--- src/sv/xtea3c_pkg.sv ---
// ----------------------------------------------------------------------------
// xtea3c_pkg
// types, constants and round functions of the xtea3 counter core
// ----------------------------------------------------------------------------
`timescale 1ns / 1ps

package xtea3c_pkg;

	localparam logic [31:0] XT_DELTA = 32'h9E3779B9;
	localparam int unsigned NUM_KEYS = 8;

	typedef logic [NUM_KEYS-1:0][31:0] xt_key_t;

	// one block word in flight between cells
	typedef struct packed {
		logic            decrypt;
		logic            last;
		logic [31:0]     ctr;
		logic [31:0]     ctr_after;
		logic [3:0][31:0] w;
	} xt_blk_t;

	function automatic logic [31:0] xt_rotl(input logic [31:0] x, input logic [4:0] r);
		logic [63:0] tmp;
		tmp = {x, x} << r;
		return tmp[63:32];
	endfunction

	function automatic logic [31:0] xt_mix(input logic [31:0] x, input logic [1:0] sel,
		input logic [31:0] y, input xt_key_t key);
		logic [31:0] p;
		logic [31:0] q;
		p = (x << 4) + xt_rotl(key[{1'b1, sel}], x[4:0]);
		q = (x >> 5) + xt_rotl(key[{1'b0, sel}], x[31:27]);
		return p ^ y ^ q;
	endfunction

endpackage

--- src/sv/xtea3c_head.sv ---
// ----------------------------------------------------------------------------
// xtea3c_head
// input stage: block counter, counter mixing on encrypt and pre-whitening
// ----------------------------------------------------------------------------
`timescale 1ns / 1ps

module xtea3c_head (
	input  logic              clk,
	input  logic              arst_n,
	input  xtea3c_pkg::xt_key_t key,
	input  logic              s_tvalid,
	output logic              s_tready,
	input  logic [159:0]      s_tdata,
	input  logic [1:0]        s_tuser,
	input  logic              s_tlast,
	output logic              vld_o,
	input  logic              rdy_i,
	output xtea3c_pkg::xt_blk_t blk_o
);
	import xtea3c_pkg::*;

	logic [31:0] block_counter_q;
	logic        vld_q;
	xt_blk_t     blk_q;
	xt_blk_t     blk_d;
	logic [31:0] ctr;
	logic [3:0][31:0] win;
	logic        accept;

	assign s_tready = !vld_q || rdy_i;
	assign accept   = s_tvalid && s_tready;
	assign win      = s_tdata[159:32];
	assign ctr      = s_tuser[1] ? s_tdata[31:0] : block_counter_q;

	always_comb begin
		blk_d           = '0;
		blk_d.decrypt   = s_tuser[0];
		blk_d.last      = s_tlast;
		blk_d.ctr       = ctr;
		blk_d.ctr_after = ctr + 32'd1;
		if (s_tuser[0]) begin
			for (int i = 0; i < 4; i++)
				blk_d.w[i] = win[i] ^ key[i+4];
		end else begin
			blk_d.w[0] = (win[0] ^ ctr) + key[0];
			for (int i = 1; i < 4; i++)
				blk_d.w[i] = win[i] + key[i];
		end
	end

	always_ff @(posedge clk or negedge arst_n) begin
		if (!arst_n) begin
			vld_q           <= 1'b0;
			block_counter_q <= '0;
		end else begin
			if (s_tready)
				vld_q <= s_tvalid;
			if (accept)
				block_counter_q <= ctr + 32'd1;
		end
	end

	always_ff @(posedge clk) begin
		if (accept)
			blk_q <= blk_d;
	end

	assign vld_o = vld_q;
	assign blk_o = blk_q;

endmodule

--- config.mk ---
export PLATFORM = sky130hd
export DESIGN_NAME = xtea3c_head
export DESIGN_NICKNAME = d
export VERILOG_FILES = /design/src/sv/xtea3c_pkg.sv /design/src/sv/xtea3c_head.sv
export SDC_FILE = /design/constraint.sdc
export NUM_CORES = 1
export LEC_CHECK = 0
export BUFFER_PORTS_ARGS = -buffer_cell sky130_fd_sc_hd__buf_4
export CORE_AREA = 4 4 238 240
export CTS_CLUSTER_DIAMETER = 200
export DETAILED_ROUTE_END_ITERATION = 12
export DIE_AREA = 0 0 242 244
export SLEW_MARGIN = 20
export SYNTH_ARGS = -nofsm -noshare
export SYNTH_HDL_FRONTEND = slang
export SYNTH_SLANG_ARGS = --single-unit
--- constraint.sdc ---
create_clock -name clk -period 9.78 [get_ports clk]
set_input_delay 1.956 -clock clk [delete_from_list [all_inputs] [get_ports clk]]
set_output_delay 1.956 -clock clk [all_outputs]
set_load 0.1 [all_outputs]
==> reports/metrics.cfg <==
[die]
num_rows=86
die_h_um=244
initial_core_util_pct=31.5
die_w_um=242
ios=619
dieArea_um2=59000
core-area_um2=54700

[routing]
drcViolationCount=0
antenna_left=0
drt_iter0_drc=848
viasPerCell=5.14
num_vias=15926
wire_per_inst_um=21.4
drt_pass1_iterations=6
routed_wl_um=66300

[cts]
cts_tree=yes
clk_latency_ns=0.58
cts_root_buf=clkbuf_16
path_clk_slew_ns=0.06
ctsLongestPathBuffers=3
cts_resized=0
cts_made_buffers=29
cts_setup_buffers=0
clkSinkCount=227
ctsHoldBuffers=0
h-tree-depth=1

[worst_setup_path]
critPathCaptureType=flip-flop
crit_type=in -> reg
cp-start-kind=input pin
path_max_fanout=56
cp_data_required_time_ns=10.08
worstPathArrival_ns=5.79

[pwr]
p_leak_nw=10.4
peakVddDrop_mv=0.163
power.density_nw_per_um2=185

[finish]
fin_cells=3101
multi_input_area_um2=10100
nFillCells=5348
area_delta_synth_final_pct=36.7
nets=2923
drive_above_1_share_pct=30.5
seq_area_um2=6650

[placed_design]
post-dp-hpwl_um=54300
portBuffers=618
gp_congestion=0.902
dp.cells=3043

[synthesis]
yosysSeqAreaShare_pct=38.6
yosys_most_used_dff=edfxtp_1
synth.net_count=2325
synth_area_um2=17200
async_flop_share_pct=14.5
synth_edf_count=194
syn_inst=1772
ys_ff_latch=227
yosys_warnings=0
synth_cell_type_count=72
syn_area_per_cell_um2=9.72

[timing]
tns_ns=0
min_period_ns=5.49
finClkSkew_ns=0.0168
slew_violations=0
final-setup-viol-count=0
slew_headroom_pct=33.8
hold_violations=0
fmax_ghz=0.182
tightest_slew_ns=0.994
whs_ns=0.498
rsz0062_at_grt=false
period_share_pct=56.1

[grt]
grt_usage_pct=21.1
grt_max_degree=87
grt_overflow=0
grt_pass1_vias=16052
grt_antenna_before_repair=8
grt_pass1_wl_um=97300

[run_status]
status=finished clean

[flow_run]
cap_violations=0

[worst_hold_path]
hold_path.class=reg -> reg

==> state kept, by name (all words and copies together), names as in the netlist <==
register,flops
blk_o,194
vld_o,1
block_counter_q,32
==> cell type report <==
cell class | instances | share of cell area (%)
Antenna cell | 4 | 0.0425
Clock buffer | 39 | 3.51
Clock inverter | 15 | 0.606
Inverter | 72 | 1.18
Multi-Input combinational cell | 1416 | 42.8
Sequential cell | 227 | 28.2
Tap cell | 704 | 3.74
Timing Repair Buffer | 624 | 19.9
==> placed cells by master, fill, tap and decap left out, types with 18 or more instances in the layout <==
| cell type | Yosys | final |
|---|---|---|
| dfrtp_1 | 33 | 33 |
| a21oi_1 | 160 | 160 |
| a21o_1 | 61 | 61 |
| nand2_1 | 163 | 163 |
| mux2_2 | 35 | 35 |
| buf_4 | 2 | 623 |
| nor2_1 | 106 | 106 |
| nand4_1 | 18 | 18 |
| edfxtp_1 | 194 | 194 |
| o21ai_0 | 129 | 129 |
| clkbuf_16 | 0 | 31 |
| o21bai_1 | 25 | 25 |
| mux2i_1 | 29 | 29 |
| nor2b_1 | 18 | 18 |
| inv_1 | 72 | 70 |
| nor3_1 | 21 | 21 |
| nand3_1 | 32 | 32 |
| xnor2_1 | 129 | 129 |
| ha_1 | 126 | 126 |
| xor2_1 | 162 | 162 |
==> stage by stage <==
step           power, W  util [%]  worst slack [ns]  instance area [um2]
6_report        0.00435      43.1              4.29                23500
5_1_grt         0.00457      43.1              3.97                23500
4_1_cts         0.00439      43.1              4.36                23500
3_5_place_dp    0.00326      41.3              3.75                22600
3_3_place_gp    0.00324      41.3              3.85                22600
2_1_floorplan   0.00272         -             0.153                17200
==> cells in the mapped netlist (4+ instances only) <==
master,count,share of area [%]
o31ai_1,13,0.57
nand3b_1,5,0.22
or2_2,7,0.25
dfrtp_1,33,4.8
a31o_2,5,0.25
or3_1,7,0.25
a21o_1,61,2.7
o21a_1,16,0.70
mux2i_1,29,1.7
nand4_1,18,0.65
mux2_2,35,2.3
nand2_1,163,3.6
a41oi_1,5,0.25
a21oi_1,160,4.6
a31oi_1,14,0.51
a211oi_1,16,0.70
xnor2_1,129,6.6
a32o_1,5,0.29
xor2_1,162,8.2
nor2b_1,18,0.65
a211o_1,6,0.31
fa_1,4,0.46
nor2_1,106,2.3
o21bai_1,25,1.1
o221a_2,4,0.26
o211ai_1,8,0.35
a221oi_1,4,0.20
clkbuf_1,44,0.96
ha_1,126,9.2
nor3b_1,4,0.17
nor3_1,21,0.61
o22ai_1,5,0.18
and2_1,7,0.25
and3_1,11,0.40
edfxtp_1,194,34
buf_1,7,0.15
a21boi_0,5,0.22
inv_1,72,1.6
o21ai_0,129,3.7
nand2b_1,9,0.33
nand3_1,32,0.93
o2111ai_1,4,0.20
==> layer usage <==
layer / part of all wire (%) / routed length [um] / track usage, %
met2: 50 / 32800 / 37.5
met4: 2.6 / 1690 / 5.50
met3: 6.7 / 4440 / 4.91
met1: 41 / 27300 / 25.9
met5: 0.080 / 53 / 0
==> power breakdown <==
group	leakage (nW)	internal (W)	total (W)	switching (W)
Sequential	2.24	0.00123	0.00129	0.0000619
Combinational	7.69	0.000638	0.00195	0.00132
Clock	0.480	0.000647	0.00111	0.000462
Total	10.4	0.00251	0.00435	0.00184
==> critical path, stage by stage <==
cell	delay, ns
buf_4	0.53
mux2i_1	0.39
xnor2_1	0.17
ha_1	0.22
inv_1	0.07
fa_1	0.40
nor2b_1	0.14
o21ai_0	0.13
a21oi_1	0.23
o21ai_0	0.25
a211oi_1	0.49
and4b_1	0.28
o31ai_1	0.29
xnor2_1	0.15
a21oi_1	0.08
==> cells by family after synthesis <==
| group | Yosys count | synth area share (%) |
|---|---|---|
| compound gates | 509 | 18.5 |
| xor+xnor | 291 | 14.8 |
| buf+inv | 129 | 2.92 |
| simple gates | 422 | 11.6 |
| mux | 64 | 3.97 |
| fa+ha+maj | 130 | 9.62 |
| flops | 227 | 38.6 |
==> final timing paths <==
check                                    start             endpoint  slack (ns)  depth (start not counted)
min in group asynchronous               arst_n  block_counter_q[14]        1.35                          1
setup reg to reg            block_counter_q[0]            blk_o[28]        5.91                         14
setup / recovery                    s_tuser[1]            blk_o[28]        4.29                         15
hold reg to reg            block_counter_q[25]  block_counter_q[25]        0.50                          1
hold / removal             block_counter_q[25]  block_counter_q[25]        0.50                          1
max in group asynchronous               arst_n  block_counter_q[31]        8.06                          1
Note: power is estimated with default switching activity, not from simulation.
