$ cat src/sv/xtea3c_pkg.sv
// ----------------------------------------------------------------------------
// xtea3c_pkg
// types, constants and round functions of the xtea3 counter core
// ----------------------------------------------------------------------------
`timescale 1ns / 1ps

package xtea3c_pkg;

	localparam logic [31:0] XT_DELTA = 32'h9E3779B9;
	localparam int unsigned NUM_KEYS = 8;

	typedef logic [NUM_KEYS-1:0][31:0] xt_key_t;

	// one block word in flight between cells
	typedef struct packed {
		logic            decrypt;
		logic            last;
		logic [31:0]     ctr;
		logic [31:0]     ctr_after;
		logic [3:0][31:0] w;
	} xt_blk_t;

	function automatic logic [31:0] xt_rotl(input logic [31:0] x, input logic [4:0] r);
		logic [63:0] tmp;
		tmp = {x, x} << r;
		return tmp[63:32];
	endfunction

	function automatic logic [31:0] xt_mix(input logic [31:0] x, input logic [1:0] sel,
		input logic [31:0] y, input xt_key_t key);
		logic [31:0] p;
		logic [31:0] q;
		p = (x << 4) + xt_rotl(key[{1'b1, sel}], x[4:0]);
		q = (x >> 5) + xt_rotl(key[{1'b0, sel}], x[31:27]);
		return p ^ y ^ q;
	endfunction

endpackage

$ cat src/sv/xtea3c_tail.sv
// ----------------------------------------------------------------------------
// xtea3c_tail
// output stage: post-whitening, counter mixing on decrypt, output register
// ----------------------------------------------------------------------------
`timescale 1ns / 1ps

module xtea3c_tail (
	input  logic                clk,
	input  logic                arst_n,
	input  xtea3c_pkg::xt_key_t key,
	input  logic                vld_i,
	output logic                rdy_o,
	input  xtea3c_pkg::xt_blk_t blk_i,
	output logic                m_tvalid,
	input  logic                m_tready,
	output logic [159:0]        m_tdata,
	output logic                m_tlast
);
	import xtea3c_pkg::*;

	logic             vld_q;
	logic [3:0][31:0] w_d;
	logic [159:0]     data_q;
	logic             last_q;

	assign rdy_o = !vld_q || m_tready;

	always_comb begin
		if (blk_i.decrypt) begin
			w_d[0] = (blk_i.w[0] - key[0]) ^ blk_i.ctr;
			for (int i = 1; i < 4; i++)
				w_d[i] = blk_i.w[i] - key[i];
		end else begin
			for (int i = 0; i < 4; i++)
				w_d[i] = blk_i.w[i] ^ key[i+4];
		end
	end

	always_ff @(posedge clk or negedge arst_n) begin
		if (!arst_n) begin
			vld_q <= 1'b0;
		end else if (rdy_o) begin
			vld_q <= vld_i;
		end
	end

	always_ff @(posedge clk) begin
		if (rdy_o && vld_i) begin
			data_q <= {blk_i.ctr_after, w_d};
			last_q <= blk_i.last;
		end
	end

	assign m_tvalid = vld_q;
	assign m_tdata  = data_q;
	assign m_tlast  = last_q;

endmodule

$ cat config.mk
export PLATFORM = sky130hd
export DESIGN_NAME = xtea3c_tail
export DESIGN_NICKNAME = d
export VERILOG_FILES = /design/src/sv/xtea3c_pkg.sv /design/src/sv/xtea3c_tail.sv
export SDC_FILE = /design/constraint.sdc
export NUM_CORES = 1
export LEC_CHECK = 0
export BUFFER_PORTS_ARGS = -buffer_cell sky130_fd_sc_hd__buf_2
export CAP_MARGIN = 20
export CORE_AREA = 2 2 238 240
export CTS_BUF_LIST = sky130_fd_sc_hd__clkbuf_2
export DETAILED_ROUTE_END_ITERATION = 12
export DIE_AREA = 0 0 240 242
export GPL_TIMING_DRIVEN = 0
export PLACE_DENSITY = 0.52
export SKIP_LAST_GASP = 1
export SLEW_MARGIN = 20
export SYNTH_ARGS = -nofsm -noshare
export SYNTH_HDL_FRONTEND = slang
export SYNTH_SLANG_ARGS = --single-unit
$ cat constraint.sdc
create_clock -name clk -period 4.7 [get_ports clk]
set_input_delay 0.94 -clock clk [delete_from_list [all_inputs] [get_ports clk]]
set_output_delay 0.94 -clock clk [all_outputs]
set_load 0.02 [all_outputs]
==> metrics.json <==
{
  "post-route-util": {"value": 34.7, "unit": "%"},
  "class_of_the_most_critical_hold_timing_path": {"value": "in -> reg"},
  "cts-root-to-sink-buffers": {"value": 2},
  "timing.setup.critical_path_class": {"value": "in -> reg"},
  "final.min_clock_period": {"value": 3.20, "unit": "ns"},
  "post-layout-total-power": {"value": 4.73, "unit": "mW"},
  "die_height": {"value": 242, "unit": "um"},
  "worst-endpoint-arrival": {"value": 4.01, "unit": "ns"},
  "yosys.area.top_type": {"value": "edfxtp_1"},
  "wl_final": {"value": 62800, "unit": "um"},
  "tritoncts": {"value": "built"},
  "report.final.slew_viol_count": {"value": 0},
  "dp.cells": {"value": 3030},
  "cts_buffers": {"value": 17},
  "pwr_density_cell": {"value": 245, "unit": "nW/um^2"},
  "io_pins": {"value": 617},
  "syn-mean-instance-area": {"value": 8.76, "unit": "sq um"},
  "cpPeakStageDelay": {"value": 0.88, "unit": "ns"},
  "outcome": {"value": "completed"},
  "grt_first_pass_wirelength": {"value": 90300, "unit": "um"},
  "placement_rows": {"value": 87},
  "grt_setup_unrepaired": {"value": "false"},
  "clkSlewWorstSetupHoldPaths": {"value": 0.39, "unit": "ns"},
  "drive_above_1_share": {"value": 28.4, "unit": "%"},
  "setup_tns": {"value": 0, "unit": "ns"},
  "synth.area.top_cells": {"value": "edfxtp_1, ha_1, xor2_1"},
  "total_die_area": {"value": 58100, "unit": "sq um"},
  "htree_num_levels": {"value": 4},
  "finClkSkew": {"value": 0.0693, "unit": "ns"},
  "fin_nets": {"value": 2914},
  "detail_route.iter0.violations": {"value": 835},
  "synth-seq-cells": {"value": 162},
  "crit_family": {"value": "compound AO/OA/AOI/OAI gates"},
  "vdd.ir_drop.worst": {"value": 0.152, "unit": "mV"},
  "synth_largest_type_area_fraction": {"value": 33.4, "unit": "%"},
  "vias_per_cell": {"value": 4.80},
  "timing.hold.worst_endpoint": {"value": "m_tdata[0]"},
  "final_cells": {"value": 3110},
  "worst_hold_path.num_cells": {"value": 3},
  "synth_flop_cell": {"value": "edfxtp_1"},
  "synthesis.area": {"value": 14500, "unit": "sq um"},
  "finalSetupViolations": {"value": 0},
  "power.leakage": {"value": 9.17, "unit": "nW"},
  "synth_enable_flop_cells": {"value": 161},
  "worstPathCellList": {"value": "buf_2 > inv_1 > ha_1 > fa_1 > nor2b_1 > o21a_1 > o21ai_0 > a21o_1 > a2111oi_0 > o211ai_1 > a21boi_1 > mux2i_1 > a311oi_1"},
  "via_count": {"value": 14900},
  "critPathRequiredTime": {"value": 5.51, "unit": "ns"},
  "timing.final.crit_share": {"value": 68.1, "unit": "%"},
  "cp_max_fo": {"value": 6},
  "grt.overflow.total": {"value": 0},
  "detail_route.drc_violations": {"value": 0},
  "fmax": {"value": 313, "unit": "MHz"},
  "grt_pass1_vias": {"value": 15100},
  "worstSetupEndpointType": {"value": "register"},
  "number_of_hold_violations_in_the_final_report": {"value": 0},
  "synthesis.nets": {"value": 2236},
  "cp-start-kind": {"value": "input port"},
  "initial_utilization": {"value": 26.0, "unit": "%"},
  "dieWidth": {"value": 240, "unit": "um"},
  "critical_path.slowest_cell": {"value": "a2111oi_0"},
  "track_usage": {"value": 20.9, "unit": "%"},
  "cts_setup_buffers": {"value": 0},
  "port-buffer-count": {"value": 616},
  "hpwlAfterDp": {"value": 51500, "unit": "um"},
  "path_buf_inv": {"value": 2},
  "insertion_delay_to_the_later_sink_of_the_worst_skew_pair": {"value": 1.10, "unit": "ns"},
  "numClockSinks": {"value": 162},
  "core_area": {"value": 55700, "unit": "sq um"},
  "routedWlPerCell": {"value": 20.2, "unit": "um"},
  "dr_pass1_iterations": {"value": 6},
  "worstReg2RegEnd": {"value": "m_tdata[21]"},
  "layout_stage_area_growth_over_the_synthesis_result": {"value": 33.3, "unit": "%"},
  "synthesis.instances": {"value": 1654},
  "worst-r2r-setup-slack": {"value": 2.72, "unit": "ns"},
  "grt_max_degree": {"value": 53},
  "timing_worst_slew_pin_value": {"value": 1.06, "unit": "ns"},
  "max_cap_viol_count": {"value": 0},
  "gp_routability_congestion": {"value": 0.948},
  "post_cts.resized_instances": {"value": 0},
  "initial_antenna_violation_count": {"value": 20},
  "yosys.cell_types.count": {"value": 68},
  "worst_r2r_startpoint": {"value": "m_tvalid"},
  "synth.yosys.warnings": {"value": 0},
  "synth-async-reset-ratio": {"value": 0.617, "unit": "%"},
  "slew_headroom": {"value": 29.3, "unit": "%"},
  "reg2reg_depth": {"value": 4},
  "clock-root-buffer": {"value": "clkbuf_2"},
  "hp-start": {"value": "key[128]"},
  "drtAntennaViolNets": {"value": 0},
  "hold_buffers_post_cts": {"value": 39},
  "synth_sequential_area_ratio": {"value": 33.5, "unit": "%"}
}
-- per-stage QoR --
stage               cell area [sq um]  hold slack [ns]  worst slack, ns
floorplan                       14500            0.644             1.03
global route                    19300           0.0720             1.47
CTS                             19300          0.00551             1.56
global placement                18500            0.508           -0.186
detailed placement              18600            0.551            0.228
finish                          19300            0.198             1.50
-- worst min-delay path, cell delays in order --
cell and delay, ns:
buf_2 0.09, xnor2_1 0.10, o21ai_0 0.07
-- registers in the layout, indices dropped and copies added, names as in the netlist --
signal,flops
m_tdata,160
m_tvalid,1
m_tlast,1
-- cells in the mapped netlist, types with 30 or more instances --
cell type / count
edfxtp_1: 161
inv_1: 155
a21oi_1: 146
xor2_1: 141
nand2_1: 136
o21ai_0: 134
ha_1: 124
xnor2_1: 105
nor2_1: 101
a21o_1: 70
clkbuf_1: 51
nand3_1: 30
-- routing by layer --
layer  vias up  track usage, %  part of all wire [%]
met5         -               0                  0.24
met4        24            5.35                   1.9
met3        78            5.33                   6.8
met2       535            36.8                    50
met1      7031            25.2                    42
li1       7262               -                     -
-- cell families after synthesis --
family | after synthesis | share of synthesized area (%)
muxes | 2 | 0.147
DFF | 162 | 33.5
and+or+nand+nor | 391 | 12.5
xor gates and xnor gates | 246 | 14.9
buffers and inverters | 210 | 5.44
AOI/OAI and AO/OA | 515 | 22.3
adders and majority gates | 128 | 11.3
-- power breakdown --
group	switching, mW	leakage [nW]	internal (mW)
sequential	0.0392	1.55	1.77
combinational	1.17	7.46	0.796
clock	0.758	0.163	0.203
-- how the worst max path moves through the flow --
stage | cells after the start | endpoint | start
after floorplan | 2 | m_tdata[0] | m_tready
after global placement | 7 | m_tdata[102] | blk_i[193]
after detailed placement | 7 | m_tdata[102] | blk_i[193]
after CTS | 7 | m_tdata[102] | blk_i[193]
after global routing | 13 | m_tdata[30] | blk_i[0]
final | 13 | m_tdata[24] | blk_i[0]
-- placed cells by master, fill, tap and decap left out, types with 70 or more instances in the layout --
master    count
edfxtp_1    161
xnor2_1     105
xor2_1      141
nor2_1      101
ha_1        124
nand2_1     136
a21oi_1     146
inv_1       155
o21ai_0     134
buf_2       616
a21o_1       70
-- layout make-up --
class	count	area, sq um
Antenna cell	9	22.5
Clock inverter	15	204
Timing Repair Buffer	659	3560
Inverter	157	589
Buffer	53	200
Fill cell	6017	36400
Tap cell	756	946
Multi-Input combinational cell	1282	8840
Sequential cell	162	4860
Clock buffer	17	85.1
Note: power is estimated with default switching activity, not from simulation.
