$ cat src/sv/xtea3c_pkg.sv
// ----------------------------------------------------------------------------
// xtea3c_pkg
// types, constants and round functions of the xtea3 counter core
// ----------------------------------------------------------------------------
`timescale 1ns / 1ps

package xtea3c_pkg;

	localparam logic [31:0] XT_DELTA = 32'h9E3779B9;
	localparam int unsigned NUM_KEYS = 8;

	typedef logic [NUM_KEYS-1:0][31:0] xt_key_t;

	// one block word in flight between cells
	typedef struct packed {
		logic            decrypt;
		logic            last;
		logic [31:0]     ctr;
		logic [31:0]     ctr_after;
		logic [3:0][31:0] w;
	} xt_blk_t;

	function automatic logic [31:0] xt_rotl(input logic [31:0] x, input logic [4:0] r);
		logic [63:0] tmp;
		tmp = {x, x} << r;
		return tmp[63:32];
	endfunction

	function automatic logic [31:0] xt_mix(input logic [31:0] x, input logic [1:0] sel,
		input logic [31:0] y, input xt_key_t key);
		logic [31:0] p;
		logic [31:0] q;
		p = (x << 4) + xt_rotl(key[{1'b1, sel}], x[4:0]);
		q = (x >> 5) + xt_rotl(key[{1'b0, sel}], x[31:27]);
		return p ^ y ^ q;
	endfunction

endpackage

$ cat src/sv/xtea3c_round.sv
// ----------------------------------------------------------------------------
// xtea3c_round
// one round cell of the chain, encrypt or decrypt per word, fixed round sums
// ----------------------------------------------------------------------------
`timescale 1ns / 1ps

module xtea3c_round #(
	parameter int unsigned IDX    = 0,
	parameter int unsigned ROUNDS = 32
) (
	input  logic                clk,
	input  logic                arst_n,
	input  xtea3c_pkg::xt_key_t key,
	input  logic                vld_i,
	output logic                rdy_o,
	input  xtea3c_pkg::xt_blk_t blk_i,
	output logic                vld_o,
	input  logic                rdy_i,
	output xtea3c_pkg::xt_blk_t blk_o
);
	import xtea3c_pkg::*;

	// sums before and after this round, both directions, modulo 2^32
	localparam logic [63:0] ENC_S0_W = 64'(IDX) * 64'(XT_DELTA);
	localparam logic [63:0] ENC_S1_W = 64'(IDX + 1) * 64'(XT_DELTA);
	localparam logic [63:0] DEC_S0_W = 64'(ROUNDS - IDX) * 64'(XT_DELTA);
	localparam logic [63:0] DEC_S1_W = 64'(ROUNDS - IDX - 1) * 64'(XT_DELTA);
	localparam logic [31:0] ENC_S0 = ENC_S0_W[31:0];
	localparam logic [31:0] ENC_S1 = ENC_S1_W[31:0];
	localparam logic [31:0] DEC_S0 = DEC_S0_W[31:0];
	localparam logic [31:0] DEC_S1 = DEC_S1_W[31:0];

	logic        vld_q;
	xt_blk_t     blk_q;
	xt_blk_t     blk_d;
	logic [31:0] a, b, c, d;
	logic [31:0] m1, m2;
	logic        dec;

	assign rdy_o = !vld_q || rdy_i;
	assign dec   = blk_i.decrypt;
	assign a     = blk_i.w[0];
	assign b     = blk_i.w[1];
	assign c     = blk_i.w[2];
	assign d     = blk_i.w[3];

	// the two mixes of a round are independent, both directions share the units
	assign m1 = dec ? xt_mix(a, DEC_S1[1:0], c + DEC_S1, key)
	                : xt_mix(b, ENC_S0[1:0], d + ENC_S0, key);
	assign m2 = dec ? xt_mix(c, DEC_S0[12:11], a + DEC_S0, key)
	                : xt_mix(d, ENC_S1[12:11], b + ENC_S1, key);

	always_comb begin
		blk_d = blk_i;
		if (dec) begin
			blk_d.w[0] = d - m1;
			blk_d.w[1] = a;
			blk_d.w[2] = b - m2;
			blk_d.w[3] = c;
		end else begin
			blk_d.w[0] = b;
			blk_d.w[1] = c + m2;
			blk_d.w[2] = d;
			blk_d.w[3] = a + m1;
		end
	end

	always_ff @(posedge clk or negedge arst_n) begin
		if (!arst_n) begin
			vld_q <= 1'b0;
		end else if (rdy_o) begin
			vld_q <= vld_i;
		end
	end

	always_ff @(posedge clk) begin
		if (rdy_o && vld_i)
			blk_q <= blk_d;
	end

	assign vld_o = vld_q;
	assign blk_o = blk_q;

endmodule

$ cat config.mk
export PLATFORM = sky130hd
export DESIGN_NAME = xtea3c_round
export DESIGN_NICKNAME = d
export VERILOG_FILES = /design/src/sv/xtea3c_pkg.sv /design/src/sv/xtea3c_round.sv
export SDC_FILE = /design/constraint.sdc
export NUM_CORES = 2
export LEC_CHECK = 0
export BUFFER_PORTS_ARGS = -buffer_cell sky130_fd_sc_hd__buf_2
export CAP_MARGIN = 25
export CORE_MARGIN = 1
export CORE_UTILIZATION = 28
export DETAILED_ROUTE_END_ITERATION = 7
export PLACE_DENSITY = 0.45
export SKIP_CTS_REPAIR_TIMING = 1
export SLEW_MARGIN = 5
export SYNTH_ARGS = -nofsm -noshare
export SYNTH_HDL_FRONTEND = slang
export SYNTH_SLANG_ARGS = --single-unit
$ cat constraint.sdc
create_clock -name clk -period 10.76 [get_ports clk]
set_clock_uncertainty 0.2 [all_clocks]
set_input_delay 3.228 -clock clk [delete_from_list [all_inputs] [get_ports clk]]
set_output_delay 3.228 -clock clk [all_outputs]
set_load 0.03 [all_outputs]
==> results.md <==
- The final hold violation count is 0.
- After detailed routing, the number of vias per cell comes to about 5.5.
- Setup total negative slack on the finished layout was measured at 0 ps.
- The total via count after detailed routing is ~43,000.
- The worst setup timing slack at the placement stage is -192 ps.
- The arrival time of data at the critical path endpoint is approximately 10,000 ps.
- The number of nets in the synthesized netlist is 5,669.
- The floorplan step set the die width to 395 um.
- The total congestion overflow after global routing is 0.
- The number of cells produced by synthesis is 4,854.
- The synthesized flop and latch total is approximately 200.
- For this design the ratio of total power to cell area is between 200 and 250 nW/um^2.
- The category of the most critical setup path is in2reg.
- The number of antenna violations at the first check in global routing is between 40 and 50.
- The class of the tightest hold or removal check is reg2reg.
- The depth of the worst register-to-register path is 3.
- In this run the critical register-to-register path is captured at blk_o[91]$_DFFE_PP_.
- After floorplanning, the core was divided into 143 placement rows.
- The congestion estimate from routability-driven global placement came to 0.961.
- The peak supply drop is 0.183 mV.
- The maximum number of pins on one net before global-route repair is about 120.
- The worst-case register-to-register setup slack is 8050 ps.
- The number of synthesized flops with an enable pin is ~190.
- The wire-length estimate of the detail-placed layout is approximately 180 mm.
- The number of buffers and inverters on the critical path is 5.
- The synthesized cell area is 43,300 um^2.
- Setup repair after global routing left no endpoint under its margin.
- The TritonCTS clock tree is yes.
- The first-pass iteration count of the detailed router is 6.
- The final routed wirelength across all metal layers is 211 mm.
- In this run the clock root is driven by a sky130_fd_sc_hd__clkbuf_16.
- Setup slack closes at between 400 and 500 ps.
- The run finished with clean final reports.
- The area of all sequential standard cells is 5850 um^2.
- The startpoint of the lowest-slack register-to-register path is vld_o$_DFFE_PN0N_.
- The leakage power is 23.6 nW.
- The library cell contributing the largest single delay on the critical path is sky130_fd_sc_hd__mux2i_1.
- After the first detailed-routing iteration, the DRC count stood at 4,130.
- The layout cell share with drive strength beyond 1 is 0.302.
- The leading area contributor after synthesis is sky130_fd_sc_hd__edfxtp_1.
- The utilization after layout is 0.351.
- The most frequent cell on the critical path is sky130_fd_sc_hd__a21o_1.
- The via count of the first global-routing pass is 40,400.
- During I/O placement, the number of pins put on the boundary was 650.
- The area of the die is 156,000 um^2.
- The setup-violating endpoint count in the final report is 0.
- Yosys printed 0 warnings.
- The worst setup path is launched from a primary input.
- The count of unique library cells instantiated by Yosys is 92.
- The later pin in the worst-skew pair is clocked with a latency of around 530 ps.
- The total area inside the core boundary comes to 153,000 um^2.
- The most common flop cell mapped by yosys is sky130_fd_sc_hd__edfxtp_1.
- The total clock buffers created by CTS is 17.
- The time the worst path needs with I/O delays and setup is 10,340 ps.
- Ranked by total cell area, the synthesized netlist is headed by sky130_fd_sc_hd__edfxtp_1, sky130_fd_sc_hd__mux4_2, sky130_fd_sc_hd__xnor2_1.
- The worst setup path is captured at a flip-flop.
- The area growth from synthesis to final layout is 23.9%.
- Of the available clock period, the critical path in the final layout requires 0.961.
- The dominant delay contributor by cell family on the critical path is compound AO/OA/AOI/OAI gates.
- Summing all multi-input logic gate instances after layout gives 35,800 um^2.
- The depth of the worst hold-timing path is 2.
- Across the run, the number of max-cap violations was 0.
- Of the post-synthesis cell area, the dominant cell type holds 0.134.
- The maximum cell stage delay along the critical path is 580 ps.
- The count of nets left with antenna violations once routing finished came out at 0.
- The count of fill cells added during filler insertion is 16,100.
- The share of async-settable or async-resettable flops after synthesis is 0.00513.
- For this run, design rule violations remaining after detail routing come to 0.
- After clock tree synthesis, the clock-pin slew on the worst setup and hold paths is roughly 100 ps.
- The count of input and output buffers is between 500 and 600.
- The H-tree was split into 4 levels.
- Derived from the worst setup path, the maximum achievable clock frequency is 96.7 MHz.
- The final layout contains 6,703 nets.
- The share of the Yosys chip area taken by registers is 0.135.
- The critical-path maximum fanout is 16.
- The total routing usage reported by global routing is 0.260.
- The effective utilization at floorplan is 0.283.
- The average instance in the mapped netlist occupies 8.92 um^2.
- Headroom to the max-slew limit came out at 0.357.
- The worst hold path terminates at vld_o$_DFFE_PN0N_.
- The number of slew-limit violations in the final report is 0.
- At the worst endpoint, the required time is 10,850 ps.
- The final total power is 12.3 mW.
- The total number of clock tree sinks is 195.
- The maximum clock path buffer count is 2.
- The number of gates on the worst path with buffers counted is 32.
- After detailed routing, the average wire length per cell comes to 26.6 um.
- Hold timing on the final database bottoms out at a slack of 593 ps.
- The slew at the pin closest to its max-slew limit is 938 ps.
- The worst hold path begins at vld_o$_DFFE_PN0N_.
- The first global-routing pass estimated 294 mm of wire.
- The vertical die dimension is 395 um.
cell usage in the layout, fill, tap and decap left out, drive strengths merged, types with 11 or more instances in the layout:
master and count:
xor2 111, a221oi 13, nor3 49, ha 349, nand4 18, buf 1246
a31o 13, a21oi 313, a211o 12, and2 18, a31oi 28, mux2 210
nor4 12, or3 18, nand2b 38, o21ai 418, mux2i 444, o31ai 24
o211ai 20, a21o 181, nor2b 35, o21a 64, inv 172, a21boi 14
edfxtp 194, a211oi 35, and3 25, nand3 77, fa 12, xnor2 538
o21bai 43, or2 12, mux4 265, nand2 492, a2111oi 11, nor2 233
clkbuf 20, diode 11
kinds of logic after synthesis:
logic type,share of synthesized area
flip-flops,0.135
adder cells (fa/ha/maj),0.106
XOR/XNOR,0.134
buffers and inverters,0.0380
multiplexers,0.296
AO/OA/AOI/OAI,0.181
AND/OR/NAND/NOR,0.109
worst max-delay path by stage:
stage | slack, ps | startpoint | endpoint
floorplan | 130 | blk_i[28] | blk_o[30]$_DFFE_PP_
global placement | -200 | blk_i[92] | blk_o[63]$_DFFE_PP_
detailed placement | -190 | blk_i[92] | blk_o[63]$_DFFE_PP_
CTS | 360 | blk_i[92] | blk_o[63]$_DFFE_PP_
global route | 10 | blk_i[28] | blk_o[127]$_DFFE_PP_
finish | 420 | blk_i[59] | blk_o[30]$_DFFE_PP_
synthesized netlist by cell type (28+ instances only):
cell                       instances
sky130_fd_sc_hd__xnor2_1         538
sky130_fd_sc_hd__nand2_1         492
sky130_fd_sc_hd__mux2i_1         444
sky130_fd_sc_hd__o21ai_0         391
sky130_fd_sc_hd__ha_1            349
sky130_fd_sc_hd__a21oi_1         313
sky130_fd_sc_hd__mux4_2          251
sky130_fd_sc_hd__nor2_1          233
sky130_fd_sc_hd__mux2_2          209
sky130_fd_sc_hd__edfxtp_1        194
sky130_fd_sc_hd__a21o_1          181
sky130_fd_sc_hd__inv_1           159
sky130_fd_sc_hd__clkbuf_1        132
sky130_fd_sc_hd__xor2_1          111
sky130_fd_sc_hd__nand3_1          77
sky130_fd_sc_hd__o21a_1           64
sky130_fd_sc_hd__buf_1            59
sky130_fd_sc_hd__nor3_1           49
sky130_fd_sc_hd__o21bai_1         43
sky130_fd_sc_hd__nand2b_1         38
sky130_fd_sc_hd__a211oi_1         35
sky130_fd_sc_hd__nor2b_1          35
sky130_fd_sc_hd__a31oi_1          28
layout make-up:
| type | instances | share of cell area |
|---|---|---|
| diodes | 11 | 0.000513 |
| flip-flops and latches | 195 | 0.109 |
| clock buffers | 18 | 0.00799 |
| inverters | 166 | 0.0116 |
| repair buffers | 1248 | 0.153 |
| well taps | 2030 | 0.0473 |
| clock inverters | 13 | 0.00305 |
| multi-input cells | 4260 | 0.667 |
registers in the layout, indices dropped and copies added (netlist names):
name   flops
blk_o    194
vld_o      1
report_power, final:
| group | total [mW] | internal [mW] | switching (mW) | leakage (nW) |
|---|---|---|---|---|
| Clock | 0.739 | 0.351 | 0.388 | 0.291 |
| Sequential | 1.19 | 1.12 | 0.0666 | 1.86 |
| Combinational | 10.4 | 4.59 | 5.81 | 21.5 |
worst min-delay path, delay by kind of cell (launching register included):
kind | cells | cell delay [ps]
simple gates | 2 | 300
flops | 1 | 440
metrics by stage:
stage                     cells  instance area [um^2]
after floorplan            4854                 43300
after global placement     7899                 53000
after detailed placement   7899                 53000
after CTS                  7930                 53600
after global routing       7938                 53700
final                      7941                 53700
layer usage:
metal	vias to the layer above	GRT usage	routed length (um)
met5	-	0	223
li1	20300	-	-
met1	21000	0.359	95100
met3	219	0.0514	16100
met2	1758	0.410	93600
met4	32	0.0683	6010
No activity file was read; power rests on OpenSTA's default activity.
